## src/priority_ordered_process_queue_assert.svh

```systemverilog
// assertion macros shared by the priority queue rtl
`ifndef PRIORITY_ORDERED_PROCESS_QUEUE_ASSERT_SVH
`define PRIORITY_ORDERED_PROCESS_QUEUE_ASSERT_SVH

// property must hold on every clock edge outside reset
`define POPQ_ASSERT_ALWAYS(lbl, prop, msg) \
  lbl: assert property (@(posedge clk) disable iff (rst) (prop)) else $error(msg);

// antecedent on one edge implies consequent on the next edge
`define POPQ_ASSERT_NEXT(lbl, ante, cons, msg) \
  lbl: assert property (@(posedge clk) disable iff (rst) (ante) |=> (cons)) else $error(msg);

`endif

```

## src/popq_pkg.sv

```systemverilog
// shared types and constants for the priority queue
package popq_pkg;

  localparam int ID_W         = 5;
  localparam int PRIO_PORT_W  = 8;
  localparam int COUNT_PORT_W = 6;

  localparam int MAX_ENTRIES_DEF   = 32;
  localparam int PRIORITY_BITS_DEF = 8;

  typedef enum logic [1:0] {
    CMD_INSERT = 2'd0,
    CMD_POP    = 2'd1,
    CMD_REMOVE = 2'd2
  } cmd_t;

  typedef enum logic [1:0] {
    ST_DONE = 2'd0,
    ST_MISS = 2'd1,
    ST_DUP  = 2'd2
  } status_t;

  // per-cycle control broadcast to every cell
  typedef struct packed {
    logic ins;   // insert new entry at its ordered place
    logic del;   // take one entry out, close the gap
    logic pop;   // delete from the head, all cells shift
  } cell_ctl_t;

endpackage

```

## src/priority_ordered_process_queue.sv

```systemverilog
// top level of the stable sorted priority queue of process ids
//
// channel  | direction | handshake              | payload
// ---------+-----------+------------------------+-------------------------------------
// command  | in        | start & !busy          | command, entry_id, entry_priority
// result   | out       | done (one cycle)       | status, taken_id, head_valid,
//          |           |                        | head_id, head_priority, entry_count
//
// every command completes at its accept edge: the cell row updates at that edge
// and the result is presented with done in the following cycle
// busy stays low, so a new command may be accepted each cycle
// rst is synchronous and empties the queue (valid bits and count cleared)
// the receiver cannot stall: done lasts exactly one cycle
module priority_ordered_process_queue #(
  parameter int MAX_ENTRIES   = popq_pkg::MAX_ENTRIES_DEF,
  parameter int PRIORITY_BITS = popq_pkg::PRIORITY_BITS_DEF
) (
  input  logic                               clk,
  input  logic                               rst,
  input  logic                               start,
  output logic                               busy,
  input  logic [1:0]                         command,
  input  logic [popq_pkg::ID_W-1:0]          entry_id,
  input  logic [popq_pkg::PRIO_PORT_W-1:0]   entry_priority,
  output logic                               done,
  output logic [1:0]                         status,
  output logic [popq_pkg::ID_W-1:0]          taken_id,
  output logic                               head_valid,
  output logic [popq_pkg::ID_W-1:0]          head_id,
  output logic [popq_pkg::PRIO_PORT_W-1:0]   head_priority,
  output logic [popq_pkg::COUNT_PORT_W-1:0]  entry_count
);

  `include "priority_ordered_process_queue_assert.svh"

  localparam int CNT_W = $clog2(MAX_ENTRIES + 1);

  // cell row state, slot 0 is the head
  logic [MAX_ENTRIES-1:0]         cell_valid;
  logic [popq_pkg::ID_W-1:0]      cell_id   [MAX_ENTRIES];
  logic [PRIORITY_BITS-1:0]       cell_prio [MAX_ENTRIES];
  logic [MAX_ENTRIES-1:0]         cell_lt;
  logic [MAX_ENTRIES-1:0]         cell_seen;

  logic [CNT_W-1:0]               held_count;
  logic [CNT_W-1:0]               held_count_next;

  logic [PRIORITY_BITS-1:0]       new_prio;
  logic                           accept;
  logic                           dup;
  logic                           full;
  logic                           empty;
  popq_pkg::cell_ctl_t            ctl;
  popq_pkg::cmd_t                 cmd;

  popq_pkg::status_t              status_next;
  logic [popq_pkg::ID_W-1:0]      taken_next;

  // never busy, a command is accepted whenever start is high
  assign busy     = 1'b0;
  assign accept   = start && !busy;
  assign cmd      = popq_pkg::cmd_t'(command);
  // only the low priority bits take part in ordering
  assign new_prio = PRIORITY_BITS'(entry_priority);

  // the seen chain ripples along the row; its end flags the id as held
  assign dup   = cell_seen[MAX_ENTRIES-1];
  assign full  = cell_valid[MAX_ENTRIES-1];
  assign empty = !cell_valid[0];

  // decode command into the control word broadcast to the cells
  always_comb begin
    ctl         = '0;
    status_next = popq_pkg::ST_MISS;
    taken_next  = '0;
    case (cmd)
      popq_pkg::CMD_INSERT: begin
        if (dup) begin
          status_next = popq_pkg::ST_DUP;
        end else if (!full) begin
          ctl.ins     = accept;
          status_next = popq_pkg::ST_DONE;
        end
      end
      popq_pkg::CMD_POP: begin
        if (!empty) begin
          ctl.del     = accept;
          ctl.pop     = 1'b1;
          status_next = popq_pkg::ST_DONE;
          taken_next  = cell_id[0];
        end
      end
      popq_pkg::CMD_REMOVE: begin
        if (dup) begin
          ctl.del     = accept;
          status_next = popq_pkg::ST_DONE;
          taken_next  = entry_id;
        end
      end
      default: begin
        status_next = popq_pkg::ST_MISS;
      end
    endcase
  end

  // row of cells, each linked to its neighbors
  for (genvar i = 0; i < MAX_ENTRIES; i++) begin : g_cell
    logic                      up_valid;
    logic [popq_pkg::ID_W-1:0] up_id;
    logic [PRIORITY_BITS-1:0]  up_prio;
    logic                      up_lt;
    logic                      seen_in;
    logic                      dn_valid;
    logic [popq_pkg::ID_W-1:0] dn_id;
    logic [PRIORITY_BITS-1:0]  dn_prio;

    if (i == 0) begin : g_head
      // head takes the new entry directly and always becomes valid on insert
      assign up_valid = 1'b1;
      assign up_id    = entry_id;
      assign up_prio  = new_prio;
      assign up_lt    = 1'b0;
      assign seen_in  = 1'b0;
    end else begin : g_mid
      assign up_valid = cell_valid[i-1];
      assign up_id    = cell_id[i-1];
      assign up_prio  = cell_prio[i-1];
      assign up_lt    = cell_lt[i-1];
      assign seen_in  = cell_seen[i-1];
    end

    if (i == MAX_ENTRIES - 1) begin : g_tail
      // tail slot empties when the row shifts toward the head
      assign dn_valid = 1'b0;
      assign dn_id    = cell_id[i];
      assign dn_prio  = cell_prio[i];
    end else begin : g_body
      assign dn_valid = cell_valid[i+1];
      assign dn_id    = cell_id[i+1];
      assign dn_prio  = cell_prio[i+1];
    end

    popq_cell #(
      .PRIORITY_BITS(PRIORITY_BITS)
    ) u_cell (
      .clk      (clk),
      .rst      (rst),
      .ctl      (ctl),
      .new_id   (entry_id),
      .new_prio (new_prio),
      .up_valid (up_valid),
      .up_id    (up_id),
      .up_prio  (up_prio),
      .up_lt    (up_lt),
      .seen_in  (seen_in),
      .dn_valid (dn_valid),
      .dn_id    (dn_id),
      .dn_prio  (dn_prio),
      .valid    (cell_valid[i]),
      .id       (cell_id[i]),
      .prio     (cell_prio[i]),
      .lt       (cell_lt[i]),
      .seen_out (cell_seen[i])
    );
  end

  // entry count follows inserts and deletes
  always_comb begin
    held_count_next = held_count;
    if (ctl.ins) begin
      held_count_next = held_count + CNT_W'(1);
    end else if (ctl.del) begin
      held_count_next = held_count - CNT_W'(1);
    end
  end

  always_ff @(posedge clk) begin
    if (rst) begin
      held_count <= '0;
      done       <= 1'b0;
    end else begin
      held_count <= held_count_next;
      done       <= accept;
    end
  end

  // result payload captured at the accept edge
  always_ff @(posedge clk) begin
    if (accept) begin
      status   <= status_next;
      taken_id <= taken_next;
    end
  end

  // head fields read straight off slot 0, zero when empty
  assign head_valid    = cell_valid[0];
  assign head_id       = cell_valid[0] ? cell_id[0] : '0;
  assign head_priority = cell_valid[0] ? popq_pkg::PRIO_PORT_W'(cell_prio[0]) : '0;
  assign entry_count   = popq_pkg::COUNT_PORT_W'(held_count);

  `POPQ_ASSERT_ALWAYS(a_count_matches, $countones(cell_valid) == 32'(held_count), "bad count")
  `POPQ_ASSERT_ALWAYS(a_packed_row, ((cell_valid >> 1) & ~cell_valid) == '0, "row not packed")
  `POPQ_ASSERT_ALWAYS(a_head_order, !cell_valid[1] || cell_prio[0] >= cell_prio[1], "bad order")
  `POPQ_ASSERT_NEXT(a_done_follows, accept, done, "accepted item produced no result")

endmodule

```

## src/popq_cell.sv

```systemverilog
// one slot of the sorted queue: holds an entry, shifts toward either neighbor
module popq_cell #(
  parameter int PRIORITY_BITS = popq_pkg::PRIORITY_BITS_DEF
) (
  input  logic                         clk,
  input  logic                         rst,
  input  popq_pkg::cell_ctl_t          ctl,
  input  logic [popq_pkg::ID_W-1:0]    new_id,
  input  logic [PRIORITY_BITS-1:0]     new_prio,
  // neighbor toward the head
  input  logic                         up_valid,
  input  logic [popq_pkg::ID_W-1:0]    up_id,
  input  logic [PRIORITY_BITS-1:0]     up_prio,
  input  logic                         up_lt,
  input  logic                         seen_in,
  // neighbor toward the tail
  input  logic                         dn_valid,
  input  logic [popq_pkg::ID_W-1:0]    dn_id,
  input  logic [PRIORITY_BITS-1:0]     dn_prio,
  // own state
  output logic                         valid,
  output logic [popq_pkg::ID_W-1:0]    id,
  output logic [PRIORITY_BITS-1:0]     prio,
  output logic                         lt,
  output logic                         seen_out
);

  logic match;
  logic shift_up;

  // empty slot or strictly lower priority: new entry goes here or above
  assign lt       = !valid || (prio < new_prio);
  assign match    = valid && (id == new_id);
  assign seen_out = seen_in || match;
  assign shift_up = ctl.del && (ctl.pop || seen_out);

  always_ff @(posedge clk) begin
    if (rst) begin
      valid <= 1'b0;
    end else if (ctl.ins) begin
      valid <= valid || up_valid;
    end else if (shift_up) begin
      valid <= dn_valid;
    end
  end

  always_ff @(posedge clk) begin
    if (ctl.ins && lt) begin
      if (up_lt) begin
        id   <= up_id;
        prio <= up_prio;
      end else begin
        id   <= new_id;
        prio <= new_prio;
      end
    end else if (shift_up) begin
      id   <= dn_id;
      prio <= dn_prio;
    end
  end

endmodule

```

## config.mk

```make
export PLATFORM = sky130hd
export DESIGN_NAME = priority_ordered_process_queue
export DESIGN_NICKNAME = d
export VERILOG_FILES = /design/src/popq_pkg.sv /design/src/priority_ordered_process_queue.sv /design/src/popq_cell.sv
export VERILOG_INCLUDE_DIRS = /design/src /design/src/src
export SDC_FILE = /design/constraint.sdc
export NUM_CORES = 1
export LEC_CHECK = 0
export ABC_AREA = 1
export BUFFER_PORTS_ARGS = -buffer_cell sky130_fd_sc_hd__buf_2
export CELL_PAD_IN_SITES_DETAIL_PLACEMENT = 1
export CELL_PAD_IN_SITES_GLOBAL_PLACEMENT = 1
export CORE_ASPECT_RATIO = 1.5
export CORE_UTILIZATION = 49
export CTS_BUF_LIST = sky130_fd_sc_hd__clkbuf_4 sky130_fd_sc_hd__clkbuf_8 sky130_fd_sc_hd__clkbuf_16
export CTS_CLUSTER_DIAMETER = 200
export CTS_CLUSTER_SIZE = 20
export DETAILED_ROUTE_END_ITERATION = 7
export GPL_TIMING_DRIVEN = 0
export PLACE_DENSITY = 0.78
export SLEW_MARGIN = 20
export SYNTH_ARGS = -nofsm -noshare
export SYNTH_HDL_FRONTEND = slang
export SYNTH_SLANG_ARGS = --single-unit
```

## constraint.sdc

```tcl
create_clock -name clk -period 20.3 [get_ports clk]
set_clock_uncertainty 0.15 [all_clocks]
set_input_delay 6.09 -clock clk [delete_from_list [all_inputs] [get_ports clk]]
set_output_delay 6.09 -clock clk [all_outputs]
set_load 0.02 [all_outputs]
```

==> results.txt <==
Peak-usage layer in the global routing report: met2. Clock network fraction of design power: 29.3%. The area of the core came out at 62100 um^2. In the synthesized netlist the dominant register cell turns out to be sky130_fd_sc_hd__edfxtp_1.

Portion of synthesized cell area occupied by the leading cell type: 41.4%. The number of different library cells used by synthesis comes to 39. The tools report the sort of element at the end of the critical path as a flop. For this run, global-route usage on met3 was measured as 4.74%. After detailed routing, the number of remaining DRC violations is 14. The routability congestion estimate from global placement came out at 0.911. Counting instances in the post-synthesis netlist gives the leading cell types as sky130_fd_sc_hd__nand2_1 (1028), sky130_fd_sc_hd__o21ai_0 (681), sky130_fd_sc_hd__edfxtp_1 (423). The overall power of the completed layout was 2.18 mW.

The first detailed-routing pass took 8 iterations. The worst setup path is launched from a primary input. Synthesis inferred 462 register bits.

The part of the total power dissipated in combinational logic was 18.0%. Entering global routing, the biggest net connects 24 pins. The met1 demand-to-capacity share in global routing was 42.3%; the post-CTS clock slew at the launch and capture registers of the worst setup and hold paths was 0.10 ns. The highest fanout seen on the critical path is 14. The initial antenna violation count came out at 1. The horizontal die dimension was 206 um; the internal portion of total power was 1.49 mW. The peak clock frequency supported by timing was 0.0798 GHz. sky130_fd_sc_hd__nand2_1 is the most common cell in the netlist. The logs give 0.0639 mV for the maximum resistive drop on vdd and 49.4% for the starting utilization of the core area. The cell area after synthesis is 30700 um^2.

The logs give 0.62 ns for the clock latency at the later pin of the worst-skew pair and 1 for the deepest level of the CTS H-tree. Summing over every cut layer, the via total after detailed routing is 29738. The number of hold violations in the final report is 0. Half-perimeter wire length after detailed placement: 95900 um. Setup repair after global routing left no endpoint under its margin. The startpoint of the worst register-to-register path was g_cell[0].u_cell.valid$_SDFFE_PP0P_.

The clock passes through at most 3 buffers. The run finished, with violations left. After synthesis, the cell types taking the most area are sky130_fd_sc_hd__edfxtp_1 (41%), sky130_fd_sc_hd__nand2_1 (13%), sky130_fd_sc_hd__o21ai_0 (11%), sky130_fd_sc_hd__ha_1 (9.2%), sky130_fd_sc_hd__inv_1 (3.2%). Registers are responsible for 52.7% of the overall power. The finished cells cover 32900 um^2. The first global-routing pass estimated 187000 um of wire. For the yosys synthesis warning count, the log shows 0.

For the filler-free cell count of the finished design, the log shows 4641. The share of the cycle needed by the critical path after routing works out to 61.7%. The relative slew slack was 14.8%; the final-layout fill cell count was 7575. Vertical die dimension: 309 um. The tools report the root buffer cell as sky130_fd_sc_hd__clkbuf_16. The average instance area after synthesis was 8.20 um^2. The worst hold path was traced through 2 stages.

The number of nets at the end of the flow came out at 4068. The capture endpoint of the worst hold path is entry_count[5]$_SDFFE_PP0P_. The total net switching power was 0.687 mW; the via count of the first global-routing pass was 31551.

The worst setup path category was primary input to flop. The run gives 0 as the quantity of hold-fixing buffers added after cts. TritonCTS built the clock tree. For the synthesized instance count, the log shows 3743.

Type of the most critical hold path: flop to flop. The startpoint of the lowest-slack hold path was entry_count[5]$_SDFFE_PP0P_. The multi-input combinational cells in the finished layout cover a total of 15100 um^2. Input and output buffers added on the ports amount to 44.

Of all flip-flops after synthesis, the portion carrying an async set or reset was 0%. Prior to clock tree synthesis, the placed netlist has a worst setup slack of 7.39 ns. After detailed placement, the design holds a cell count of 4592.

Once layout is complete, the utilization of the core stands at 53.1%. Across the whole layout, storage elements account for 13500 um^2. The run gives 27 as the number of buffers inserted during clock tree synthesis. The max-cap violation count was 0. The data arrival time of the critical path is 12.90 ns, and the number of vias per cell after detailed routing is 6.41.

Required time at the worst-slack endpoint: 20.67 ns. The endpoint identified for the worst register-to-register timing path is entry_count[5]$_SDFFE_PP0P_. The tools report the overall track demand over capacity in global routing as 39.4%. Global routing consumed, on the met2 layer, 70.4% of the routing resources. Across all hold checks on the routed design, the worst slack comes to 0.389 ns. The floorplan has 112 rows. Setup violations remaining at the end of the flow were counted as 0. The signed area change from the synthesized netlist to the final layout was 7.30%; the detailed router's first-iteration violation count was 2543.

The tools report the minimum setup slack in the final design as 7.77 ns. In this run the post-CTS setup repair buffer count came out at 0. At the pin with the least slew margin, the transition time is 1.28 ns. For this design the ratio of total power to cell area is 66.2 nW/um^2. The reg2reg setup slack is 13.76 ns, and the full die area is 63700 um^2.

The total overflow left after global routing is 0. Sum of negative setup slack: 0 ns. The final reports fail on DRC. The count of instances resized after the clock tree is built is 0. Of all cell types, the one taking the most synthesized area is sky130_fd_sc_hd__edfxtp_1.

The count of nets left with antenna violations once routing finished came out at 0. The number of cells on the worst reg-to-reg path was 36. After synthesis, flip-flops and latches occupy 43.9% of the total area.

The repair_antennas step left the layout with diodes totalling 0. The tools report the number of max-slew violations in the final report as 0. For this design the top-level I/O count stands at 47. The fraction of power spent switching nets works out to 31.5%. CTS saw 462 sinks. The number of nets handed over by synthesis was 3988.

The number of flops mapped to enable cells by yosys is 423. For the finished layout, the period the worst path requires is 12.53 ns. For the total placed instance area, the log shows 32100 um^2.

The mean routed wirelength per cell works out to 26.9 um. In the final layout, the share of cells above drive strength 1 is 5.39%. Wires add up to 125000 um. The leakage dissipation is 13.3 nW.
## state kept, by name (all words and copies together), names as in the netlist
signal and flops:
taken_id 5, g_cell.u_cell.prio 256, g_cell.u_cell.id 160, done 1, entry_count 6, status 2, g_cell.u_cell.valid 32
## critical path, stage by stage
cell                       delay, ns
sky130_fd_sc_hd__buf_2          0.12
sky130_fd_sc_hd__inv_1          0.17
sky130_fd_sc_hd__clkbuf_1       0.53
sky130_fd_sc_hd__clkbuf_1       0.44
sky130_fd_sc_hd__buf_1          0.49
sky130_fd_sc_hd__clkbuf_1       0.48
sky130_fd_sc_hd__buf_1          0.68
sky130_fd_sc_hd__o22ai_1        0.18
sky130_fd_sc_hd__nor3_1         0.40
sky130_fd_sc_hd__inv_1          0.08
sky130_fd_sc_hd__nand4_1        0.16
sky130_fd_sc_hd__nor2_4         0.06
sky130_fd_sc_hd__nand3_4        0.24
sky130_fd_sc_hd__buf_6          0.34
sky130_fd_sc_hd__buf_6          0.30
sky130_fd_sc_hd__buf_6          0.20
sky130_fd_sc_hd__buf_2          0.35
sky130_fd_sc_hd__ha_1           0.32
sky130_fd_sc_hd__a21oi_1        0.15
sky130_fd_sc_hd__nand2_1        0.09
sky130_fd_sc_hd__a21oi_1        0.14
sky130_fd_sc_hd__inv_1          0.06
sky130_fd_sc_hd__a21oi_1        0.23
sky130_fd_sc_hd__nand4_1        0.14
sky130_fd_sc_hd__nand2_1        0.10
sky130_fd_sc_hd__clkinv_1       0.09
sky130_fd_sc_hd__a21oi_1        0.16
sky130_fd_sc_hd__nor2_1         0.06
## per-layer routing
| layer | up-vias | wire length (um) |
|---|---|---|
| li1 | 13393 | - |
| met5 | - | 9 |
| met3 | 458 | 7460 |
| met2 | 1193 | 63100 |
| met1 | 14692 | 44000 |
| met4 | 2 | 10200 |
## worst max path at each step
stage / cells after the start / to / start
4_1_cts: 28 / entry_count[5]$_SDFFE_PP0P_ / entry_id[1]
6_report: 28 / entry_count[5]$_SDFFE_PP0P_ / entry_id[1]
2_1_floorplan: 38 / entry_count[5]$_SDFFE_PP0P_ / entry_id[0]
3_5_place_dp: 28 / entry_count[5]$_SDFFE_PP0P_ / entry_id[1]
3_3_place_gp: 28 / entry_count[5]$_SDFFE_PP0P_ / entry_id[1]
5_1_grt: 28 / entry_count[5]$_SDFFE_PP0P_ / entry_id[1]
## power by group through the flow
stage | Clock (mW) | Sequential, mW | Combinational [mW]
finish | 0.639 | 1.15 | 0.392
global placement | 0 | 1.17 | 0.353
CTS | 0.637 | 1.15 | 0.386
global route | 0.664 | 1.15 | 0.432
detailed placement | 0 | 1.17 | 0.382
floorplan | 0 | 1.14 | 0.248
## layout by cell type (no fill, tap or decap), types with 67 or more instances in the layout
cell type                  synthesis  layout
sky130_fd_sc_hd__o21ai_1          73      73
sky130_fd_sc_hd__buf_2            31      75
sky130_fd_sc_hd__inv_1           261     261
sky130_fd_sc_hd__clkbuf_1        156     147
sky130_fd_sc_hd__a21oi_1         120     120
sky130_fd_sc_hd__nand3_1         113     113
sky130_fd_sc_hd__o22ai_1          67      67
sky130_fd_sc_hd__edfxtp_1        423     423
sky130_fd_sc_hd__nand2_1        1028    1028
sky130_fd_sc_hd__o211ai_1        112     112
sky130_fd_sc_hd__nor2_1           75      75
sky130_fd_sc_hd__o21ai_0         681     681
sky130_fd_sc_hd__ha_1            226     226
## layout make-up
class / count / share of cell area [%]
inverters: 311 / 3.54
clock inverters: 1 / 0.0608
multi-input cells: 2747 / 45.8
clock buffers: 48 / 2.53
plain buffers: 223 / 2.97
well taps: 798 / 3.03
flip-flops and latches: 462 / 40.9
repair buffers: 51 / 1.09
## cells by family (layout without fill, tap and decap cells)
logic type,count (synthesis),after routing,synth area share (%)
adders and majority gates,227,227,9.28
xor gates and xnor gates,9,9,0.257
buffers and inverters,534,634,6.89
and+or+nand+nor,1323,1323,17.7
DFF,462,462,43.9
other,1,1,0.0122
AOI/OAI and AO/OA,1187,1187,21.9
Power figures use the tool's default switching activity.
